**src/rtl/hsi_pkg.sv**
```systemverilog
// Shared constants of the Hermite spline interpolator.
package hsi_pkg;

    // Default fixed-point layout of values, times and the weight
    localparam int HSI_FRAC_BITS   = 16;
    localparam int HSI_VALUE_WIDTH = 32;

endpackage

```
**src/rtl/hsi_mul.sv**
```systemverilog
// Two-stage unsigned multiplier built from four registered partial products.
module hsi_mul
    import hsi_pkg::*;
#(
    parameter int AW = HSI_VALUE_WIDTH,
    parameter int BW = HSI_VALUE_WIDTH
)
(
    input  logic             clk,
    input  logic             en,
    input  logic [AW-1:0]    a,
    input  logic [BW-1:0]    b,
    output logic [AW+BW-1:0] p
);

    localparam int AL = AW / 2;
    localparam int AH = AW - AL;
    localparam int BL = BW / 2;
    localparam int BH = BW - BL;
    localparam int PW = AW + BW;

    logic [AL+BL-1:0] ll_reg, ll_next;
    logic [AL+BH-1:0] lh_reg, lh_next;
    logic [AH+BL-1:0] hl_reg, hl_next;
    logic [AH+BH-1:0] hh_reg, hh_next;
    logic [PW-1:0]    p_reg, p_next;

    always_comb
    begin
        ll_next = (AL+BL)'(a[AL-1:0]) * (AL+BL)'(b[BL-1:0]);
        lh_next = (AL+BH)'(a[AL-1:0]) * (AL+BH)'(b[BW-1:BL]);
        hl_next = (AH+BL)'(a[AW-1:AL]) * (AH+BL)'(b[BL-1:0]);
        hh_next = (AH+BH)'(a[AW-1:AL]) * (AH+BH)'(b[BW-1:BL]);
        // align and sum the partial products
        p_next  = PW'(ll_reg) + (PW'(lh_reg) << BL) + (PW'(hl_reg) << AL)
                + (PW'(hh_reg) << (AL + BL));
    end

    always_ff @(posedge clk)
    begin
        if (en)
        begin
            ll_reg <= ll_next;
            lh_reg <= lh_next;
            hl_reg <= hl_next;
            hh_reg <= hh_next;
            p_reg  <= p_next;
        end
    end

    assign p = p_reg;

endmodule

```
**config.mk**
```make
export PLATFORM = sky130hd
export DESIGN_NAME = hsi_mul
export DESIGN_NICKNAME = d
export VERILOG_FILES = /design/src/rtl/hsi_pkg.sv /design/src/rtl/hsi_mul.sv
export SDC_FILE = /design/constraint.sdc
export NUM_CORES = 2
export LEC_CHECK = 0
export BUFFER_PORTS_ARGS = -buffer_cell sky130_fd_sc_hd__buf_2
export CORE_ASPECT_RATIO = 2
export CORE_MARGIN = 2
export CORE_UTILIZATION = 65
export DETAILED_ROUTE_END_ITERATION = 8
export GPL_ROUTABILITY_DRIVEN = 0
export PLACE_DENSITY = 0.83
export SETUP_SLACK_MARGIN = 0.2
export SLEW_MARGIN = 10
export SYNTH_ARGS = -nofsm -noshare
export SYNTH_HDL_FRONTEND = slang
export SYNTH_SLANG_ARGS = --single-unit
```
**constraint.sdc**
```tcl
create_clock -name clk -period 11.95 [get_ports clk]
set_input_delay 0.5975 -clock clk [delete_from_list [all_inputs] [get_ports clk]]
set_output_delay 0.5975 -clock clk [all_outputs]
set_load 0.02 [all_outputs]
```
==> flow_summary.ini <==
[outcome]
outcome = finished, final reports clean

[setup_path]
path_common_cell = fa_1
crit_fanout = 32
critPathBufInv = 6
path_class = in -> reg
worst_setup_path_start_kind = input port
path_cells = buf_2 > nand2_1 > fa_1 > inv_1 > fa_1 > inv_1 > fa_1 > inv_1 > fa_1 > fa_1 > inv_1 > fa_1 > inv_1 > ha_1 > a21oi_1 > nor2b_1 > o31a_1 > a311oi_2 > o21ba_2 > o21bai_1 > a21o_1 > a21oi_1 > xnor2_1
crit_path_end_kind = flip-flop
worst_path_largest_cell_delay_ns = 0.88
arrival_ns = 7.26
critPathTopFamily = adder cells
slowest_stage = xnor2_1
cp.required_ns = 12.12

[yosys]
async_flop_share_pct = 0
ys_ff_latch = 192
yosys_most_used_dff = edfxtp_1
syn_area_mm2 = 0.0420
ys_types = 67
yosysSeqAreaShare_pct = 13.7
ys_warn_count = 0
synth_top_area_cell = fa_1
avgSynthCellArea_um2 = 9.48
synth.area.top_cells = fa_1 39%, edfxtp_1 14%, ha_1 13%
synth_edf_count = 192
netlist.area_leader.share_pct = 38.5
syn_nets = 5757
syn_inst = 4434

[detailed_routing]
ant_nets = 0
via_per_inst = 6.03
drtIter0Drc = 2229
routedWlPerCell_um = 21.8
drc = 0
wl_met3_um = 8380
firstDrtPassIters = 6
vias = 31400
maxUsedRoutingLayer = met5
met2WireLength_um = 56100
m1WireLength_um = 33800
routed_wl_um = 114000

[cts]
cts_sinks = 192
cts_resized = 0
root_buffer = clkbuf_16
cts_setup_buffers = 0
cts_made_buffers = 17
clk_pin_slew_worst_paths_ns = 0.09
clk_latency_ns = 0.52
hold_buffers = 0
ctsLongestPathBuffers = 2
htreeDepth = 4
cts_tree = yes

[floorplanning]
dieArea_mm2 = 0.0668
die_y_um = 364
coreArea_mm2 = 0.0639
num_rows = 131
start_util_pct = 65.7
die_w_um = 184
ioPinCount = 130

[grt]
grt_pass1_vias = 36000
antenna_found_initial = 7
grt_max_degree = 85
grt_usage_pct = 36.5
grt_overflow = 0
grt_pass1_wl_um = 183000

[cells_and_area]
syn2layout_area_growth_pct = 3.96
post-route-util_pct = 68.4
final_cell_mix = 947 x inv_1, 809 x fa_1, 631 x nand2_1
drive_above_1_share_pct = 4.51
fin_cells = 5209
nNetsFinal = 5720
final_common_cell = inv_1
largest_register_ffs = 64
num-fill-cells = 4776
final_cell_area_mm2 = 0.0437

[placement]
dp_cells = 5176
hpwl_um = 86000
post_dp_cell_area_mm2 = 0.0431
portBuffers = 129

[hold_path]
hold_path_class = reg -> reg

[sta]
slew_headroom_pct = 22.3
maxSlewViolCount = 0
hold_violations = 0
setup_viol = 0
rsz0062_at_grt = false
fin_crit_sh_pct = 59.4
worst_pin_slew_ns = 1.16
fmax_mhz = 141
fin_crit_ns = 7.10
skew_ns = 0.0250
fin_tns_setup_ns = 0

[flow_run]
cap_violations = 0
[final cells by class]
cell class	instances	area [µm²]	area share (%)
sequential	192	5770	13.2
clock inverter	15	208	0.475
antenna	1	2.50	0.00573
inverter	947	3550	8.14
timing repair buffer	148	797	1.82
clock buffer	17	425	0.974
tap	798	998	2.29
multi-input combinational	3091	31900	73.1
[worst reg2reg max path, stage by stage, from the launching register on]
cell	delay [ns]
edfxtp_1	0.45
fa_1	0.56
ha_1	0.16
inv_1	0.06
fa_1	0.46
nor2b_1	0.12
o21ai_0	0.16
a21oi_1	0.36
nor4_1	0.13
o21ai_2	0.28
nand4_1	0.28
a21oi_1	0.27
o221ai_2	0.29
nor3_1	0.66
xor2_1	0.15
[Yosys cell counts (2+ instances only)]
library cell / n
a31o_2: 4
a2111oi_0: 2
a2111o_1: 2
and3_1: 15
or2_2: 4
xor2_1: 58
o21ai_1: 4
xnor2_1: 97
nor3b_1: 5
inv_1: 947
o31a_1: 2
edfxtp_1: 192
nor2b_1: 13
a211oi_1: 9
o211ai_1: 6
a21o_1: 82
a221oi_1: 2
or3_1: 3
and2_1: 473
o21a_1: 17
nor4_1: 3
nand3_1: 32
a31oi_1: 13
and4_1: 2
nand2b_1: 17
nand4_1: 19
nand2_1: 631
a22oi_1: 2
a21oi_1: 124
clkbuf_1: 203
fa_1: 809
o21ai_0: 54
o311ai_0: 2
nor3_1: 14
nor2_1: 76
ha_1: 448
or3b_2: 2
nand3b_1: 2
o31ai_1: 2
o21bai_1: 13
o2111ai_1: 3
[metrics by stage]
step	hold WS, ns	setup slack [ns]
after floorplan	0.400	5.46
after global placement	0.403	4.61
after detailed placement	0.405	4.50
after CTS	0.423	5.04
after global routing	0.431	4.56
final	0.418	4.85
[routing by layer]
layer | GRT usage, % | up-vias
met5 | 0 | -
met4 | 39.6 | 10
met3 | 7.23 | 755
met2 | 62.5 | 1641
met1 | 34.4 | 15700
li1 | - | 13400
[logic make-up after synthesis]
family / share of synthesized area, %
and+or+nand+nor: 15.3
adders and majority gates: 51.9
buffers and inverters: 10.3
AOI/OAI and AO/OA: 5.57
DFF: 13.7
xor gates and xnor gates: 3.23
[worst paths after layout]
check             start  slack, ns          to  cells after the start
min reg2reg   ll_reg[0]       0.42        p[0]                      0
min           ll_reg[0]       0.42        p[0]                      0
max               b[23]       4.85  lh_reg[22]                     23
max reg2reg  ll_reg[17]       7.30       p[63]                     14
Power is not shown: default switching activity piles up to over one toggle a cycle in this logic, so the estimate is an artifact.
